===== src/rtl/gff_pkg.sv =====
// Shared types, constants and helper functions of the grip force feedback filter.
// No dependencies; every other file of the block but gff_if refers to it by scoped names.
package gff_pkg;

   localparam int CSR_INDEX_W = 3;
   localparam int CSR_DATA_W  = 32;

   localparam logic [CSR_INDEX_W-1:0] CSR_GRIP_ENABLE = 3'd0;
   localparam logic [CSR_INDEX_W-1:0] CSR_GRIP_MODE   = 3'd1;
   localparam logic [CSR_INDEX_W-1:0] CSR_GRIP_SCALE  = 3'd2;
   localparam logic [CSR_INDEX_W-1:0] CSR_KP_GAIN     = 3'd3;
   localparam logic [CSR_INDEX_W-1:0] CSR_KD_GAIN     = 3'd4;

   localparam logic [30:0] SCALE_RESET = 31'd65536;

   localparam logic [4:0] SHIFT_NONE  = 5'd0;
   localparam logic [4:0] SHIFT_SCALE = 5'd16;
   localparam logic [4:0] SHIFT_GAIN  = 5'd24;
   localparam logic [4:0] SHIFT_FILT  = 5'd28;

   localparam logic [1:0] DIGIT_LAST = 2'd2;

   localparam logic signed [31:0] STIFF_LO_LIMIT = 32'sd6553;
   localparam logic signed [31:0] STIFF_HI_LIMIT = 32'sd13107;
   localparam logic signed [47:0] STIFF_HALF     = 48'sd32768;
   localparam logic [18:0]        STIFF_NUM      = 19'd262144;
   localparam logic [5:0]         KG_HIGH        = 6'd40;
   localparam logic [5:0]         KG_LOW         = 6'd20;
   localparam logic [2:0]         DIV_LAST_STEP  = 3'd5;

   localparam logic signed [63:0] SAT32_MIN = -64'sd2147483648;
   localparam logic signed [63:0] SAT32_MAX = 64'sd2147483647;
   localparam logic signed [63:0] SAT48_MIN = 64'shFFFF_8000_0000_0000;
   localparam logic signed [63:0] SAT48_MAX = 64'sh0000_7FFF_FFFF_FFFF;

   typedef enum logic [2:0] {
      ST_IDLE,
      ST_DIVIDE,
      ST_ISSUE,
      ST_WAIT,
      ST_UPDATE,
      ST_DONE
   } state_type;

   typedef enum logic [2:0] {
      PH_SCALE_A,
      PH_SCALE_V,
      PH_FILT_E,
      PH_FILT_V,
      PH_GAIN_P,
      PH_GAIN_D,
      PH_STIFF
   } phase_type;

   typedef struct packed {
      logic               start;
      logic signed [47:0] a;
      logic signed [31:0] b;
      logic [4:0]         shift;
   } mul_req_type;

   typedef struct packed {
      logic               done;
      logic signed [63:0] result;
   } mul_rsp_type;

   function automatic logic signed [31:0] coef_b(input logic [2:0] idx);
      logic signed [31:0] c;
      unique case (idx)
         3'd0, 3'd3: c = 32'sd58948;
         3'd1, 3'd2: c = 32'sd176845;
         default:    c = '0;
      endcase
      return c;
   endfunction

   function automatic logic signed [31:0] coef_a(input logic [2:0] idx);
      logic signed [31:0] c;
      unique case (idx)
         3'd1:    c = 32'sd737875381;
         3'd2:    c = -32'sd678658520;
         3'd3:    c = 32'sd208735411;
         default: c = '0;
      endcase
      return c;
   endfunction

   function automatic logic signed [31:0] sat32(input logic signed [63:0] v);
      if (v < SAT32_MIN) return 32'sh8000_0000;
      else if (v > SAT32_MAX) return 32'sh7FFF_FFFF;
      else return v[31:0];
   endfunction

   function automatic logic signed [47:0] sat48(input logic signed [63:0] v);
      if (v < SAT48_MIN) return 48'sh8000_0000_0000;
      else if (v > SAT48_MAX) return 48'sh7FFF_FFFF_FFFF;
      else return v[47:0];
   endfunction

   function automatic logic signed [47:0] x256(input logic signed [31:0] x);
      return {{8{x[31]}}, x, 8'h00};
   endfunction

   function automatic logic [30:0] force_clamp(input logic signed [63:0] v);
      if (v < 64'sd0) return '0;
      else if (v > SAT32_MAX) return '1;
      else return v[30:0];
   endfunction

endpackage


===== src/rtl/gff_if.sv =====
// Valid/ready channel interfaces for the request and response beats.
// Depends on nothing; used by the grip force feedback filter top level.
interface gff_req_if;
   logic               valid;
   logic               ready;
   logic signed [31:0] grip_angle;
   logic signed [31:0] grip_velocity;
   logic signed [31:0] slave_grasp;

   modport source (output valid, grip_angle, grip_velocity, slave_grasp, input ready);
   modport sink (input valid, grip_angle, grip_velocity, slave_grasp, output ready);
endinterface

interface gff_rsp_if;
   logic        valid;
   logic        ready;
   logic [30:0] grip_force;

   modport source (output valid, grip_force, input ready);
   modport sink (input valid, grip_force, output ready);
endinterface


===== src/rtl/grip_force_feedback_filter.sv =====
// Grip force feedback filter: one request beat (master angle, velocity, slave
// grasp, all Q16.16) gives one response beat with the gripper force command.
// Depends on gff_pkg, gff_if and gff_mul.
//
// Usage: write the csr_ registers while idle, then send request beats. The
// block takes one beat at a time; req.ready is high only while it is idle.
// All products go through one shared multiplier. When disabled, the block answers
// with force zero and uses no multiplier; mode 1 needs one stiffness product,
// after a divide when the angle lies above STIFF_LO_LIMIT and at most
// STIFF_HI_LIMIT; mode 0 scales, filters both signals and applies the gains.
// The first enabled mode 0 beat after reset seeds both filter histories with itself.
// Reset clears the registers to their defaults and the filter to unseeded.
// If the receiver stalls, the response beat holds and no request is taken
// until it is accepted.
module grip_force_feedback_filter #(
   parameter int FILTER_TAPS = 4
) (
   input  logic                             clock,
   input  logic                             reset,
   gff_req_if.sink                          req,
   gff_rsp_if.source                        rsp,
   input  logic                             csr_we,
   input  logic [gff_pkg::CSR_INDEX_W-1:0]  csr_index,
   input  logic [gff_pkg::CSR_DATA_W-1:0]   csr_wdata
);

   localparam int HIST = (FILTER_TAPS > 2) ? FILTER_TAPS - 1 : 2;
   localparam int HW   = $clog2(HIST);
   localparam int TW   = $clog2(FILTER_TAPS);

   logic               enable_ff;
   logic               mode_ff;
   logic [30:0]        scale_ff;
   logic signed [31:0] kp_ff;
   logic signed [31:0] kd_ff;

   gff_pkg::state_type state_ff, state_in;
   gff_pkg::phase_type phase_ff, phase_in;
   logic [TW-1:0]      tap_ff, tap_in;
   logic               sub_ff, sub_in;
   logic signed [63:0] acc_ff, acc_in;
   logic signed [31:0] angle_ff, angle_in;
   logic signed [31:0] vel_ff, vel_in;
   logic signed [31:0] grasp_ff, grasp_in;
   logic signed [31:0] err_ff, err_in;
   logic signed [31:0] nv_ff, nv_in;
   logic               primed_ff, primed_in;
   logic [18:0]        rem_ff, rem_in;
   logic [5:0]         quo_ff, quo_in;
   logic [2:0]         dcnt_ff, dcnt_in;
   logic [5:0]         kg_ff, kg_in;

   logic signed [31:0] exh_ff [HIST];
   logic signed [31:0] exh_in [HIST];
   logic signed [47:0] eyh_ff [HIST];
   logic signed [47:0] eyh_in [HIST];
   logic signed [31:0] vxh_ff [HIST];
   logic signed [31:0] vxh_in [HIST];
   logic signed [47:0] vyh_ff [HIST];
   logic signed [47:0] vyh_in [HIST];

   gff_pkg::mul_req_type mul_req;
   gff_pkg::mul_rsp_type mul_rsp;

   logic               accept;
   logic               last_term;
   logic [TW-1:0]      tap_m1;
   logic [HW-1:0]      hist_idx;
   logic [2:0]         coef_idx;
   logic signed [31:0] x_cur;
   logic signed [31:0] xh_sel;
   logic signed [47:0] yh_sel;
   logic [19:0]        div_shifted;
   logic signed [47:0] y_new;
   logic signed [31:0] nv_val;

   gff_mul u_mul (
      .clock   (clock),
      .reset   (reset),
      .mul_req (mul_req),
      .mul_rsp (mul_rsp)
   );

   // Configuration registers
   always_ff @(posedge clock) begin
      if (reset) begin
         enable_ff <= 1'b0;
         mode_ff   <= 1'b0;
         scale_ff  <= gff_pkg::SCALE_RESET;
         kp_ff     <= '0;
         kd_ff     <= '0;
      end else if (csr_we) begin
         unique case (csr_index)
            gff_pkg::CSR_GRIP_ENABLE: enable_ff <= csr_wdata[0];
            gff_pkg::CSR_GRIP_MODE:   mode_ff   <= csr_wdata[0];
            gff_pkg::CSR_GRIP_SCALE:  scale_ff  <= csr_wdata[30:0];
            gff_pkg::CSR_KP_GAIN:     kp_ff     <= csr_wdata;
            gff_pkg::CSR_KD_GAIN:     kd_ff     <= csr_wdata;
            default: ;
         endcase
      end
   end

   assign accept    = req.valid && req.ready;
   assign last_term = (tap_ff == TW'(FILTER_TAPS - 1)) && sub_ff;
   assign tap_m1    = tap_ff - TW'(1);
   assign hist_idx  = tap_m1[HW-1:0];
   assign coef_idx  = 3'(tap_ff);

   // Next state
   always_comb begin
      state_in = state_ff;
      unique case (state_ff)
         gff_pkg::ST_IDLE: begin
            if (accept) begin
               if (!enable_ff) state_in = gff_pkg::ST_DONE;
               else if (mode_ff && req.grip_angle > gff_pkg::STIFF_LO_LIMIT &&
                        req.grip_angle <= gff_pkg::STIFF_HI_LIMIT)
                  state_in = gff_pkg::ST_DIVIDE;
               else state_in = gff_pkg::ST_ISSUE;
            end
         end
         gff_pkg::ST_DIVIDE: begin
            if (dcnt_ff == '0) state_in = gff_pkg::ST_ISSUE;
         end
         gff_pkg::ST_ISSUE: state_in = gff_pkg::ST_WAIT;
         gff_pkg::ST_WAIT: begin
            if (mul_rsp.done) begin
               unique case (phase_ff)
                  gff_pkg::PH_FILT_E, gff_pkg::PH_FILT_V:
                     state_in = last_term ? gff_pkg::ST_UPDATE : gff_pkg::ST_ISSUE;
                  gff_pkg::PH_GAIN_D, gff_pkg::PH_STIFF: state_in = gff_pkg::ST_DONE;
                  default: state_in = gff_pkg::ST_ISSUE;
               endcase
            end
         end
         gff_pkg::ST_UPDATE: state_in = gff_pkg::ST_ISSUE;
         gff_pkg::ST_DONE: begin
            if (rsp.ready) state_in = gff_pkg::ST_IDLE;
         end
         default: state_in = gff_pkg::ST_IDLE;
      endcase
   end

   // Outputs and multiplier operands
   always_comb begin
      x_cur  = (phase_ff == gff_pkg::PH_FILT_V) ? nv_ff : err_ff;
      xh_sel = (phase_ff == gff_pkg::PH_FILT_V) ? vxh_ff[hist_idx] : exh_ff[hist_idx];
      yh_sel = (phase_ff == gff_pkg::PH_FILT_V) ? vyh_ff[hist_idx] : eyh_ff[hist_idx];

      req.ready      = (state_ff == gff_pkg::ST_IDLE);
      rsp.valid      = (state_ff == gff_pkg::ST_DONE);
      rsp.grip_force = gff_pkg::force_clamp(acc_ff);

      mul_req.start = (state_ff == gff_pkg::ST_ISSUE);
      mul_req.a     = 48'(angle_ff);
      mul_req.b     = {1'b0, scale_ff};
      mul_req.shift = gff_pkg::SHIFT_SCALE;
      unique case (phase_ff)
         gff_pkg::PH_SCALE_A: mul_req.a = 48'(angle_ff);
         gff_pkg::PH_SCALE_V: mul_req.a = 48'(vel_ff);
         gff_pkg::PH_FILT_E, gff_pkg::PH_FILT_V: begin
            mul_req.shift = gff_pkg::SHIFT_FILT;
            if (tap_ff == '0) begin
               mul_req.a = gff_pkg::x256(x_cur);
               mul_req.b = gff_pkg::coef_b(coef_idx);
            end else if (!sub_ff) begin
               mul_req.a = gff_pkg::x256(xh_sel);
               mul_req.b = gff_pkg::coef_b(coef_idx);
            end else begin
               mul_req.a = yh_sel;
               mul_req.b = gff_pkg::coef_a(coef_idx);
            end
         end
         gff_pkg::PH_GAIN_P: begin
            mul_req.a     = eyh_ff[0];
            mul_req.b     = kp_ff;
            mul_req.shift = gff_pkg::SHIFT_GAIN;
         end
         gff_pkg::PH_GAIN_D: begin
            mul_req.a     = vyh_ff[0];
            mul_req.b     = kd_ff;
            mul_req.shift = gff_pkg::SHIFT_GAIN;
         end
         gff_pkg::PH_STIFF: begin
            mul_req.a     = gff_pkg::STIFF_HALF - 48'(angle_ff);
            mul_req.b     = 32'(kg_ff);
            mul_req.shift = gff_pkg::SHIFT_NONE;
         end
         default: ;
      endcase
   end

   // Datapath
   always_comb begin
      phase_in  = phase_ff;
      tap_in    = tap_ff;
      sub_in    = sub_ff;
      acc_in    = acc_ff;
      angle_in  = angle_ff;
      vel_in    = vel_ff;
      grasp_in  = grasp_ff;
      err_in    = err_ff;
      nv_in     = nv_ff;
      primed_in = primed_ff;
      rem_in    = rem_ff;
      quo_in    = quo_ff;
      dcnt_in   = dcnt_ff;
      kg_in     = kg_ff;
      exh_in    = exh_ff;
      eyh_in    = eyh_ff;
      vxh_in    = vxh_ff;
      vyh_in    = vyh_ff;

      div_shifted = 20'(angle_ff[13:0]) << dcnt_ff;
      y_new       = gff_pkg::sat48(acc_ff);
      nv_val      = gff_pkg::sat32(-64'(gff_pkg::sat32(mul_rsp.result)));

      unique case (state_ff)
         gff_pkg::ST_IDLE: begin
            if (accept) begin
               angle_in = req.grip_angle;
               vel_in   = req.grip_velocity;
               grasp_in = req.slave_grasp;
               acc_in   = '0;
               phase_in = mode_ff ? gff_pkg::PH_STIFF : gff_pkg::PH_SCALE_A;
               kg_in    = (req.grip_angle <= gff_pkg::STIFF_LO_LIMIT) ?
                          gff_pkg::KG_HIGH : gff_pkg::KG_LOW;
               rem_in   = gff_pkg::STIFF_NUM;
               quo_in   = '0;
               dcnt_in  = gff_pkg::DIV_LAST_STEP;
            end
         end
         gff_pkg::ST_DIVIDE: begin
            if (20'(rem_ff) >= div_shifted) begin
               rem_in          = rem_ff - div_shifted[18:0];
               quo_in[dcnt_ff] = 1'b1;
            end
            dcnt_in = dcnt_ff - 3'd1;
            if (dcnt_ff == '0) kg_in = quo_in;
         end
         gff_pkg::ST_WAIT: begin
            if (mul_rsp.done) begin
               unique case (phase_ff)
                  gff_pkg::PH_SCALE_A: begin
                     err_in   = gff_pkg::sat32(64'(grasp_ff) -
                                               64'(gff_pkg::sat32(mul_rsp.result)));
                     phase_in = gff_pkg::PH_SCALE_V;
                  end
                  gff_pkg::PH_SCALE_V: begin
                     nv_in    = nv_val;
                     phase_in = gff_pkg::PH_FILT_E;
                     tap_in   = '0;
                     sub_in   = 1'b0;
                     if (!primed_ff) begin
                        for (int i = 0; i < HIST; i++) begin
                           exh_in[i] = err_ff;
                           eyh_in[i] = gff_pkg::x256(err_ff);
                           vxh_in[i] = nv_val;
                           vyh_in[i] = gff_pkg::x256(nv_val);
                        end
                        primed_in = 1'b1;
                     end
                  end
                  gff_pkg::PH_FILT_E, gff_pkg::PH_FILT_V: begin
                     acc_in = ((tap_ff == '0) ? 64'sd0 : acc_ff) + mul_rsp.result;
                     if (tap_ff == '0 || sub_ff) begin
                        if (!last_term) tap_in = tap_ff + TW'(1);
                        sub_in = 1'b0;
                     end else begin
                        sub_in = 1'b1;
                     end
                  end
                  gff_pkg::PH_GAIN_P: begin
                     acc_in   = mul_rsp.result;
                     phase_in = gff_pkg::PH_GAIN_D;
                  end
                  gff_pkg::PH_GAIN_D: acc_in = acc_ff + mul_rsp.result;
                  gff_pkg::PH_STIFF:  acc_in = mul_rsp.result;
                  default: ;
               endcase
            end
         end
         gff_pkg::ST_UPDATE: begin
            if (phase_ff == gff_pkg::PH_FILT_E) begin
               for (int i = HIST - 1; i > 0; i--) begin
                  exh_in[i] = exh_ff[i-1];
                  eyh_in[i] = eyh_ff[i-1];
               end
               exh_in[0] = err_ff;
               eyh_in[0] = y_new;
               phase_in  = gff_pkg::PH_FILT_V;
            end else begin
               for (int i = HIST - 1; i > 0; i--) begin
                  vxh_in[i] = vxh_ff[i-1];
                  vyh_in[i] = vyh_ff[i-1];
               end
               vxh_in[0] = nv_ff;
               vyh_in[0] = y_new;
               phase_in  = gff_pkg::PH_GAIN_P;
            end
            tap_in = '0;
            sub_in = 1'b0;
         end
         default: ;
      endcase
   end

   always_ff @(posedge clock) begin
      if (reset) begin
         state_ff  <= gff_pkg::ST_IDLE;
         primed_ff <= 1'b0;
      end else begin
         state_ff  <= state_in;
         primed_ff <= primed_in;
      end
      phase_ff <= phase_in;
      tap_ff   <= tap_in;
      sub_ff   <= sub_in;
      acc_ff   <= acc_in;
      angle_ff <= angle_in;
      vel_ff   <= vel_in;
      grasp_ff <= grasp_in;
      err_ff   <= err_in;
      nv_ff    <= nv_in;
      rem_ff   <= rem_in;
      quo_ff   <= quo_in;
      dcnt_ff  <= dcnt_in;
      kg_ff    <= kg_in;
      exh_ff   <= exh_in;
      eyh_ff   <= eyh_in;
      vxh_ff   <= vxh_in;
      vyh_ff   <= vyh_in;
   end

   a_idle_no_rsp: assert property (@(posedge clock) disable iff (reset)
      req.ready |-> !rsp.valid)
      else $error("response valid while taking requests");

   a_accept_busy: assert property (@(posedge clock) disable iff (reset)
      accept |=> !req.ready)
      else $error("request taken while busy");

   a_mul_in_wait: assert property (@(posedge clock) disable iff (reset)
      mul_rsp.done |-> (state_ff == gff_pkg::ST_WAIT))
      else $error("multiplier result outside wait state");

   a_primed_holds: assert property (@(posedge clock) disable iff (reset)
      !$fell(primed_ff))
      else $error("filter seed flag dropped");

endmodule


===== src/rtl/gff_mul.sv =====
// Shared signed multiplier: 48 x 32 bits, one 16-bit digit of a per cycle,
// then an arithmetic right shift. Depends on gff_pkg.
module gff_mul (
   input  logic                 clock,
   input  logic                 reset,
   input  gff_pkg::mul_req_type mul_req,
   output gff_pkg::mul_rsp_type mul_rsp
);

   logic               busy_ff, busy_in;
   logic [1:0]         digit_ff, digit_in;
   logic signed [47:0] a_ff, a_in;
   logic signed [31:0] b_ff, b_in;
   logic [4:0]         shift_ff, shift_in;
   logic signed [79:0] acc_ff, acc_in;
   logic               done_ff, done_in;
   logic signed [63:0] result_ff, result_in;

   logic signed [16:0] dig;
   logic signed [48:0] part;
   logic signed [79:0] part_ext;
   logic signed [79:0] part_pos;
   logic signed [79:0] acc_sum;
   logic signed [79:0] acc_shr;

   always_comb begin
      unique case (digit_ff)
         2'd0:    dig = {1'b0, a_ff[15:0]};
         2'd1:    dig = {1'b0, a_ff[31:16]};
         2'd2:    dig = {a_ff[47], a_ff[47:32]};
         default: dig = '0;
      endcase
      part     = dig * b_ff;
      part_ext = 80'(part);
      unique case (digit_ff)
         2'd0:    part_pos = part_ext;
         2'd1:    part_pos = part_ext <<< 16;
         2'd2:    part_pos = part_ext <<< 32;
         default: part_pos = '0;
      endcase
      acc_sum = acc_ff + part_pos;
      acc_shr = acc_sum >>> shift_ff;
   end

   always_comb begin
      busy_in   = busy_ff;
      digit_in  = digit_ff;
      a_in      = a_ff;
      b_in      = b_ff;
      shift_in  = shift_ff;
      acc_in    = acc_ff;
      done_in   = 1'b0;
      result_in = result_ff;
      if (mul_req.start) begin
         busy_in  = 1'b1;
         digit_in = '0;
         a_in     = mul_req.a;
         b_in     = mul_req.b;
         shift_in = mul_req.shift;
         acc_in   = '0;
      end else if (busy_ff) begin
         acc_in   = acc_sum;
         digit_in = digit_ff + 2'd1;
         if (digit_ff == gff_pkg::DIGIT_LAST) begin
            busy_in   = 1'b0;
            done_in   = 1'b1;
            result_in = acc_shr[63:0];
         end
      end
   end

   always_ff @(posedge clock) begin
      if (reset) begin
         busy_ff <= 1'b0;
         done_ff <= 1'b0;
      end else begin
         busy_ff <= busy_in;
         done_ff <= done_in;
      end
      digit_ff  <= digit_in;
      a_ff      <= a_in;
      b_ff      <= b_in;
      shift_ff  <= shift_in;
      acc_ff    <= acc_in;
      result_ff <= result_in;
   end

   assign mul_rsp.done   = done_ff;
   assign mul_rsp.result = result_ff;

endmodule


===== src/flat_wrapper.sv =====
// flat-port wrapper written by rule: the top's interface ports become plain ports
module grip_force_feedback_filter_flat 
#(
   parameter int FILTER_TAPS = 4
)
  (clock, reset, csr_we, csr_index, csr_wdata, req_valid, req_grip_angle, req_grip_velocity, req_slave_grasp, req_ready, rsp_valid, rsp_grip_force, rsp_ready);
  gff_req_if req_i ();
  gff_rsp_if rsp_i ();
  input  logic clock;
  input  logic reset;
  input  logic csr_we;
  input  logic [gff_pkg::CSR_INDEX_W-1:0] csr_index;
  input  logic [gff_pkg::CSR_DATA_W-1:0] csr_wdata;
  input wire logic [$bits(req_i.valid)-1:0] req_valid;
  input wire logic [$bits(req_i.grip_angle)-1:0] req_grip_angle;
  input wire logic [$bits(req_i.grip_velocity)-1:0] req_grip_velocity;
  input wire logic [$bits(req_i.slave_grasp)-1:0] req_slave_grasp;
  output wire logic [$bits(req_i.ready)-1:0] req_ready;
  output wire logic [$bits(rsp_i.valid)-1:0] rsp_valid;
  output wire logic [$bits(rsp_i.grip_force)-1:0] rsp_grip_force;
  input wire logic [$bits(rsp_i.ready)-1:0] rsp_ready;
  assign req_i.valid = req_valid;
  assign req_i.grip_angle = req_grip_angle;
  assign req_i.grip_velocity = req_grip_velocity;
  assign req_i.slave_grasp = req_slave_grasp;
  assign req_ready = req_i.ready;
  assign rsp_valid = rsp_i.valid;
  assign rsp_grip_force = rsp_i.grip_force;
  assign rsp_i.ready = rsp_ready;
  grip_force_feedback_filter #(.FILTER_TAPS(FILTER_TAPS)) u_core (.clock(clock), .reset(reset), .req(req_i), .rsp(rsp_i), .csr_we(csr_we), .csr_index(csr_index), .csr_wdata(csr_wdata));
endmodule

===== config.mk =====
export PLATFORM = sky130hd
export DESIGN_NAME = grip_force_feedback_filter_flat
export DESIGN_NICKNAME = d
export VERILOG_FILES = /design/src/rtl/gff_pkg.sv /design/src/rtl/gff_if.sv /design/src/rtl/grip_force_feedback_filter.sv /design/src/rtl/gff_mul.sv /design/src/flat_wrapper.sv
export SDC_FILE = /design/constraint.sdc
export NUM_CORES = 2
export LEC_CHECK = 0
export CELL_PAD_IN_SITES_DETAIL_PLACEMENT = 1
export CELL_PAD_IN_SITES_GLOBAL_PLACEMENT = 2
export CORE_MARGIN = 1.5
export CORE_UTILIZATION = 46
export CTS_CLUSTER_SIZE = 14
export DETAILED_ROUTE_END_ITERATION = 6
export DONT_BUFFER_PORTS = 1
export PLACE_DENSITY_LB_ADDON = 0.3
export REMOVE_ABC_BUFFERS = 1
export SLEW_MARGIN = 20
export SYNTH_ARGS = -nofsm -noshare
export SYNTH_HDL_FRONTEND = slang
export SYNTH_HIERARCHICAL = 1
export SYNTH_SLANG_ARGS = --single-unit

===== constraint.sdc =====
create_clock -name clock -period 34.3 [get_ports clock]
set_input_delay 10.29 -clock clock [delete_from_list [all_inputs] [get_ports clock]]
set_output_delay 10.29 -clock clock [all_outputs]
set_load 0.02 [all_outputs]

==> flow_summary.yaml <==
timing:
  max-slew-margin-rel_pct: 16.7
  rsz0062_at_grt: "false"
  layout_setup_ws_ns: 20.27
  fin_tns_setup_ns: 0
  slew_viol_final: 0
  fin_crit_sh_pct: 40.9
  hold_violations: 0
  fin_crit_ns: 14.03
  worstMarginPinSlew_ns: 1.24
  fmax_mhz: 71.3
  finalSetupViolCount: 0
  finClkSkew_ns: 0.0699
yosys:
  syn-cell-area_sq_mm: 0.0856
  synthTopCellsByArea: "edfxtp_1, fa_1, nand2_1, ha_1, a21oi_1"
  yosys_register_bits: 1078
  synth.most_common_cell: "nand2_1"
  ys_warn_count: 6
  synth_ff_type: "edfxtp_1"
  synth_largest_area_cell: "edfxtp_1"
  ys_async_sr_fraction_pct: 0
  synth_cell_types: 120
  synth_edf_count: 893
  syn_area_per_cell_sq_um: 9.34
  synth_common_cells: "nand2_1, edfxtp_1, a21oi_1"
  syn_inst: 9158
  synth_top_area_share_pct: 31.3
  seq_area_frac_synth_pct: 35.7
drt:
  finalWirelength_um: 313000
  drc_errors: 6
  wl_per_cell_um: 27.4
  ant_nets: 0
  drt-pass1-iter-count: 7
  drtIter0Drc: 6915
  vias: 70829
  vias_per_cell: 6.21
setup_path:
  startpoint: "u_core/u_mul/digit_ff[1]"
  cp_max_fo: 48
  rrSetupSlack_ns: 20.27
  cp-start-kind: "register"
  path_class: "register to register"
  r2r.worst_path.cells: 42
  critPathSlowestCell: "ha_2"
  cp_data_required_time_ns: 34.72
  worstPathArrival_ns: 14.46
  r2r_end: "u_core/u_mul/result_ff[30]"
  max_stage_delay_ns: 0.88
  cp-endpoint: "u_core/u_mul/result_ff[30]"
  endpoint_kind: "register"
  reg2reg_from: "u_core/u_mul/digit_ff[1]"
outcome:
  status: "finished with violations"
  failed_checks: "design-rule violations"
global_routing:
  grt_pass1_wl_um: 470000
  track_usage_pct: 32.9
  grt_antenna_before_repair: 15
  grt_pass1_vias: 73295
  grt_max_degree: 167
  grt_overflow: 0
cts:
  clockBufferDepth: 3
  ctsRootBufferMaster: "clkbuf_16"
  cts_hold_buf: 0
  cts_resized: 0
  cts_sinks: 1078
  insertion_delay_ns: 0.81
  cts_tree: "yes"
  post_cts_buffers: 0
  numCtsBuffers: 121
  path_clk_slew_ns: 0.06
  htree_levels: 3
floorplanning:
  boundaryPins: 169
  fp.coreArea_sq_mm: 0.185
  die_area_sq_mm: 0.189
  initial_core_util_pct: 46.2
  num_rows: 158
  die_y_um: 434
  die_w_um: 434
job:
  max_cap_viol_count: 0
placed_design:
  placed_cells: 11181
  place_congestion: 0.938
  pre_cts_slack_ns: 20.51
  dp_hpwl_um: 228000
  portBuffers: 0
min_path:
  worstHoldPathType: "register to register"
layout:
  regArea_sq_mm: 0.0305
  drive_gt1_share_pct: 7.33
  fill_cells: 20928
  syn2layout_area_growth_pct: 7.08
  fin_cells: 11409
  multi_input_area_sq_mm: 0.0504
  final_nets: 9810
## cell usage in the layout (no fill, tap or decap), types with 83 or more instances in the layout
| cell | instances |
|---|---|
| mux2i_1 | 244 |
| xor2_1 | 114 |
| mux2_2 | 83 |
| a21o_1 | 251 |
| buf_4 | 107 |
| inv_1 | 709 |
| and2_1 | 296 |
| nor3_1 | 86 |
| edfxtp_1 | 893 |
| mux4_2 | 106 |
| nand2_1 | 1626 |
| o21ai_0 | 345 |
| nor2_1 | 551 |
| fa_1 | 525 |
| nand3_1 | 103 |
| ha_1 | 321 |
| dfxtp_1 | 184 |
| a21oi_1 | 809 |
| clkbuf_16 | 124 |
| xnor2_1 | 143 |
## worst max-delay path, delay by kind of cell, from the launching register on
| kind | cells | cell delay [ns] |
|---|---|---|
| compound gates | 17 | 4.50 |
| xor+xnor | 2 | 0.73 |
| fa+ha+maj | 9 | 4.98 |
| buf+inv | 7 | 0.87 |
| flops | 1 | 0.35 |
| mux | 3 | 0.84 |
| simple gates | 4 | 1.41 |
## flip-flops by register name, indices dropped and copies added, names as in the netlist, 5 cells and up
name and count:
u_core/rem_ff 19, u_core/nv_ff 32, u_core/u_mul/acc_ff 80, u_core/scale_ff 31, u_core/angle_ff 32, u_core/vxh_ff 96, u_core/u_mul/a_ff 48, u_core/exh_ff 96
u_core/kg_ff 6, u_core/err_ff 32, u_core/eyh_ff 144, u_core/u_mul/shift_ff 5, u_core/vyh_ff 144, u_core/kp_ff 32, u_core/quo_ff 6, u_core/u_mul/result_ff 64
u_core/acc_ff 64, u_core/kd_ff 32, u_core/vel_ff 32, u_core/grasp_ff 32, u_core/u_mul/b_ff 32
## how the worst min path moves through the flow
stage | slack (ns) | start | cells past startpoint | to
6_report | 0.46 | u_core/kp_ff[27] | 2 | u_core/kp_ff[27]
5_1_grt | 0.47 | u_core/kd_ff[15] | 2 | u_core/kd_ff[15]
3_3_place_gp | 0.44 | u_core/kp_ff[25] | 2 | u_core/kp_ff[25]
3_5_place_dp | 0.44 | u_core/kp_ff[19] | 2 | u_core/kp_ff[19]
2_1_floorplan | 0.43 | u_core/kd_ff[2] | 2 | u_core/kd_ff[2]
4_1_cts | 0.45 | u_core/kp_ff[19] | 2 | u_core/kp_ff[19]
## stage by stage
stage | utilization, % | cell area, sq um | hold WS [ns]
after floorplan | - | 83400 | 0.427
after global placement | 47.3 | 87600 | 0.435
after detailed placement | 47.3 | 87600 | 0.442
after CTS | 49.5 | 91600 | 0.451
after global routing | 49.5 | 91600 | 0.474
final | 49.5 | 91600 | 0.456
## layer usage
metal  GRT usage [%]  up-vias  share of wire [%]
li1                -    31219                  -
met1            45.7    36492                 42
met2            52.2     2660                 46
met3            5.75      452                8.1
met4            10.6        6                3.4
met5               0        -              0.017
## logic make-up after synthesis
group | synth area share [%]
AND/OR/NAND/NOR | 16.8
AO/OA/AOI/OAI | 15.3
buffers and inverters | 5.73
flip-flops | 35.7
adder cells (fa/ha/maj) | 17.1
multiplexers | 6.74
XOR/XNOR | 2.65
other | 0.00438
## area by class of cell
class                   instances  share of cell area [%]
multi-input cells            6795                    55.0
flip-flops and latches       1078                    33.3
clock buffers                 143                    3.50
well taps                    2480                    3.39
inverters                     716                    2.94
repair buffers                112                   0.986
clock inverters                79                   0.859
diodes                          6                  0.0164
Power is not shown: default switching activity piles up to over one toggle a cycle in this logic, so the estimate is an artifact.
